==> src/grfd_pkg.sv <==
// grfd_pkg: shared constants and types for the grid ray free distance unit
// no dependencies
`timescale 1ns / 1ps
`default_nettype none
package grfd_pkg;
  localparam int GRID_DIM = 256;
  localparam int CW = $clog2(GRID_DIM);
  localparam int DIM_W = CW + 1;
  localparam int MAP_DEPTH = GRID_DIM * GRID_DIM;
  localparam int MAP_AW = 2 * CW;
  localparam int GUARD_W = DIM_W + 2;
  localparam int K_W = DIM_W + 2;
  localparam int PROD_W = K_W + 16;
  localparam int POS_W = 10;
  localparam int D2_W = 18;
  localparam int DIST_W = 17;
  localparam int RAD_W = 34;
  localparam int SQ_ITER = RAD_W / 2;
  localparam int QDEPTH = 4;
  localparam int QAW = $clog2(QDEPTH);
  localparam logic OP_WRITE = 1'b0;
  localparam logic OP_QUERY = 1'b1;

  typedef struct packed {
    logic             opcode;
    logic [CW-1:0]    cell_x;
    logic [CW-1:0]    cell_y;
    logic             cell_free;
    logic [15:0]      dir_x;
    logic [15:0]      dir_y;
    logic [DIM_W-1:0] w;
    logic [DIM_W-1:0] h;
  } cmd_t;
endpackage
`default_nettype wire

==> src/grfd_front.sv <==
// grfd_front: latches grid size, accepts and queues clamped-size words
// depends on grfd_pkg
`timescale 1ns / 1ps
`default_nettype none
module grfd_front import grfd_pkg::*; (
  input  wire              clk,
  input  wire              rst_n,
  input  wire              cfg_we,
  input  wire              cfg_index,
  input  wire [8:0]        cfg_data,
  input  wire              in_valid,
  output logic             in_ready,
  input  wire              in_opcode,
  input  wire [7:0]        in_cell_x,
  input  wire [7:0]        in_cell_y,
  input  wire              in_cell_free,
  input  wire signed [15:0] in_dir_x,
  input  wire signed [15:0] in_dir_y,
  output logic             q_valid,
  input  wire              q_ready,
  output cmd_t             q_cmd
);
  logic [8:0] w_r, h_r;
  cmd_t mem [QDEPTH];
  logic [QAW-1:0] wp_r, rp_r;
  logic [QAW:0] cnt_r;
  logic [DIM_W-1:0] wc, hc;
  logic push, pop;

  function automatic logic [DIM_W-1:0] clampd(input logic [8:0] r);
    if (r == 9'd0) return DIM_W'(1);
    if ({23'd0, r} > GRID_DIM) return DIM_W'(GRID_DIM);
    return DIM_W'(r);
  endfunction

  assign wc = clampd(w_r);
  assign hc = clampd(h_r);
  assign in_ready = (cnt_r != (QAW+1)'(QDEPTH));
  assign q_valid = (cnt_r != '0);
  assign q_cmd = mem[rp_r];
  assign push = in_valid && in_ready;
  assign pop = q_valid && q_ready;

  always_ff @(posedge clk) begin
    if (!rst_n) begin
      w_r <= 9'd256;
      h_r <= 9'd256;
      wp_r <= '0;
      rp_r <= '0;
      cnt_r <= '0;
    end else begin
      if (cfg_we && cfg_index == 1'b0) w_r <= cfg_data;
      if (cfg_we && cfg_index == 1'b1) h_r <= cfg_data;
      if (push) wp_r <= wp_r + 1'b1;
      if (pop) rp_r <= rp_r + 1'b1;
      cnt_r <= cnt_r + (QAW+1)'(push) - (QAW+1)'(pop);
    end
  end

  always_ff @(posedge clk) begin
    if (push) begin
      mem[wp_r] <= '{opcode: in_opcode, cell_x: CW'(in_cell_x), cell_y: CW'(in_cell_y),
                     cell_free: in_cell_free, dir_x: in_dir_x, dir_y: in_dir_y,
                     w: wc, h: hc};
    end
  end
endmodule
`default_nettype wire

==> config.mk <==
export PLATFORM = sky130hd
export DESIGN_NAME = grfd_front
export DESIGN_NICKNAME = d
export VERILOG_FILES = /design/src/grfd_pkg.sv /design/src/grfd_front.sv
export SDC_FILE = /design/constraint.sdc
export NUM_CORES = 1
export LEC_CHECK = 0
export BUFFER_PORTS_ARGS = -buffer_cell sky130_fd_sc_hd__buf_4
export CORE_UTILIZATION = 43
export CTS_BUF_LIST = sky130_fd_sc_hd__clkbuf_4 sky130_fd_sc_hd__clkbuf_8
export DETAILED_ROUTE_END_ITERATION = 10
export HOLD_SLACK_MARGIN = 0.08
export PLACE_DENSITY_LB_ADDON = 0.05
export SYNTH_ARGS = -nofsm -noshare
export SYNTH_HDL_FRONTEND = slang
export SYNTH_SLANG_ARGS = --single-unit
export TNS_END_PERCENT = 20
==> constraint.sdc <==
create_clock -name clk -period 3.4 [get_ports clk]
set_input_delay 0.68 -clock clk [delete_from_list [all_inputs] [get_ports clk]]
set_output_delay 0.68 -clock clk [all_outputs]
set_load 0.1 [all_outputs]
==> results.ini <==
[pwr]
ir_drop_v = 0.000659
p_per_area_nw_per_um2 = 915
finalPower_mw = 12.4
leakagePower_nw = 4.62

[worst_setup_path]
max_stage_delay_ns = 0.59
endpoint_kind = output pin
crit_family = buffers and inverters
critical_path.cell_chain = buf_12 > mux4_2 > buf_4
slowest_stage = mux4_2
crit_fanout = 34
cp-start-kind = flip-flop
crit_buf_inv = 2
cp.required_ns = 2.72
ff2ff_path_depth = 12
cp_data_arrival_time_ns = 2.35
crit_cells = 3
critPathKind = flip-flop to output pin

[cells_and_area]
area_growth_pct = 22.2
fin_area_sq_um = 13600
antenna_cells = 0
multiInputGateArea_sq_um = 2220
seq_area_sq_um = 8720
drive_above_1_share_pct = 42.0
fin_util_pct = 53.7
fin_nets = 757
fillers = 2035
final_cells = 1057

[cts]
cts_tree = built
ctsResizeCount = 0
cts.path.max_buffers = 3
clk_pin_slew_ns = 0.06
cts_setup_buffers = 0
clock_sinks = 299
clockRootBuffer = clkbuf_8
cts-htree-levels = 2
cts_hold_buffers = 0
clk_latency_ns = 0.55
numCtsBuffers = 50

[timing]
maxSlewHeadroom_pct = 56.3
setup_ws_ns = 0.373
setup-violations-final = 0
setup_tns_ns = 0
slew_violations = 0
period_share_pct = 89.0
fmax_mhz = 330
finalClockSkew_ns = 0.0144
rsz0062_at_grt = no
max_slew.worst_pin.slew_ns = 0.655
fin_crit_ns = 3.03
hold_violations = 0
hold_ws_ns = 0.326

[route]
wl_per_cell_microns = 20.3
drc = 0
vias_per_cell = 5.05
ant_nets = 0
dr.pass1.iters = 4
wirelength_mm = 21.5
drtIter0Drc = 202
via_count = 5340

[grt]
antenna_found_initial = 0
grt_pass1_vias = 5889
grtUsageTotal_pct = 16.9
grt_pass1_wl_mm = 33.2
grt_start_max_net_pins = 38
grt_overflow = 0

[synth]
ys_seq_elements = 299
synth_nets = 581
syn_avg_cell_area_sq_um = 21.8
ys_types = 27
synth_cells = 509
yosys_warnings = 0
ys_seq_area_share_pct = 78.4
syn_area_sq_um = 11100

[die]
coreArea_sq_um = 25300
initial_utilization_pct = 44.0
die_area_sq_um = 26500
die_width_microns = 163
die_h_microns = 163
rows = 58
io_pins = 135

[min_path]
hp-class = input port to flip-flop
holdPathStages = 1

[run]
maxCapViolCount = 0

[placement]
portBuffers = 134
dp.cells = 963
dpl.hpwl_mm = 12.9
postPlaceCellArea_sq_um = 12600
place_ws_ns = 0.832
gp_congestion = 0.704

[outcome]
status = completed

-- path summary, 6_finish.rpt --
path	from	to	slack (ns)
worst max-delay path	flip-flop	q_cmd[13]	0.37
worst min-delay path	in_dir_y[1]	mem[2][19]	0.33
worst max register to register	cnt_r[1]	cnt_r[2]	1.04
worst min register to register	w_r[0]	w_r[0]	0.47
-- registers in the layout, indices dropped and copies added (netlist names), named ones only --
signal	flops
cnt_r	3
h_r	9
mem	272
rp_r	2
w_r	9
wp_r	2
-- synth_stat cells --
cell type	number	area (sq um)
o311ai_0	1	8.76
a21boi_0	16	120
mux2i_1	2	20.0
inv_1	5	18.8
nor3_1	2	10.0
buf_6	1	11.3
or3_1	1	6.26
nor4_1	2	12.5
and2_1	8	50.1
fa_1	1	20.0
o31a_1	1	8.76
nand2_1	42	158
nor2_1	3	11.3
clkbuf_1	12	45.0
a21oi_1	2	10.0
buf_2	4	20.0
dfxtp_1	27	541
nand2b_1	1	6.26
buf_12	3	60.1
edfxtp_1	272	8170
mux4_2	68	1530
a21boi_1	1	7.51
ha_1	6	75.1
buf_4	4	30.0
nor2b_1	18	113
xnor2_1	4	35.0
nand3_1	2	10.0
-- logic make-up (layout without fill, tap and decap cells) --
family | Yosys count | after routing | synth area share [%]
AND/OR/NAND/NOR | 79 | 79 | 3.39
XOR/XNOR | 4 | 4 | 0.315
buffers and inverters | 29 | 247 | 1.67
flip-flops | 299 | 299 | 78.4
adder cells (fa/ha/maj) | 7 | 7 | 0.856
AO/OA/AOI/OAI | 21 | 21 | 1.40
multiplexers | 70 | 70 | 14.0
-- placed cells by master, fill, tap and decap left out, drive strengths merged --
cell    synthesis  final
fa              1      1
and2            8      8
o311ai          1      1
xnor2           4      4
buf            12    148
mux2i           2      2
nor2            3      3
dfxtp          27     27
a21oi           2      2
nand2b          1      1
nand3           2      2
nor3            2      2
nand2          42     42
edfxtp        272    272
mux4           68     68
ha              6      6
inv             5      5
o31a            1      1
or3             1      1
clkbuf         12     81
nor2b          18     18
a21boi         17     17
nor4            2      2
clkinv          0     13
-- where the power goes --
part,total [mW],switching (mW),internal (mW)
registers,4.60,0.187,4.42
logic,4.77,3.54,1.23
clock network,3.04,1.31,1.74
-- layout make-up --
type	instances	share of cell area, %
flip-flops and latches	299	64.2
multi-input cells	181	16.4
repair buffers	148	8.92
clock buffers	81	6.92
well taps	330	3.04
clock inverters	13	0.378
inverters	5	0.138
-- layer usage --
layer	global-route usage, %	wire (microns)	up-vias
met2	28.8	11000	128
li1	-	-	2424
met3	4.00	1120	42
met4	5.95	470	0
met5	0	0	-
met1	21.1	8920	2746
-- worst register-to-register path: cells and delay by family, from the launching register on --
kind / cells / cell delay (ns)
compound gates: 1 / 0.16
flops: 1 / 0.45
buf+inv: 4 / 0.34
simple gates: 2 / 0.26
xor+xnor: 2 / 0.27
fa+ha+maj: 3 / 0.78
Note: power is estimated with default switching activity, not from simulation.
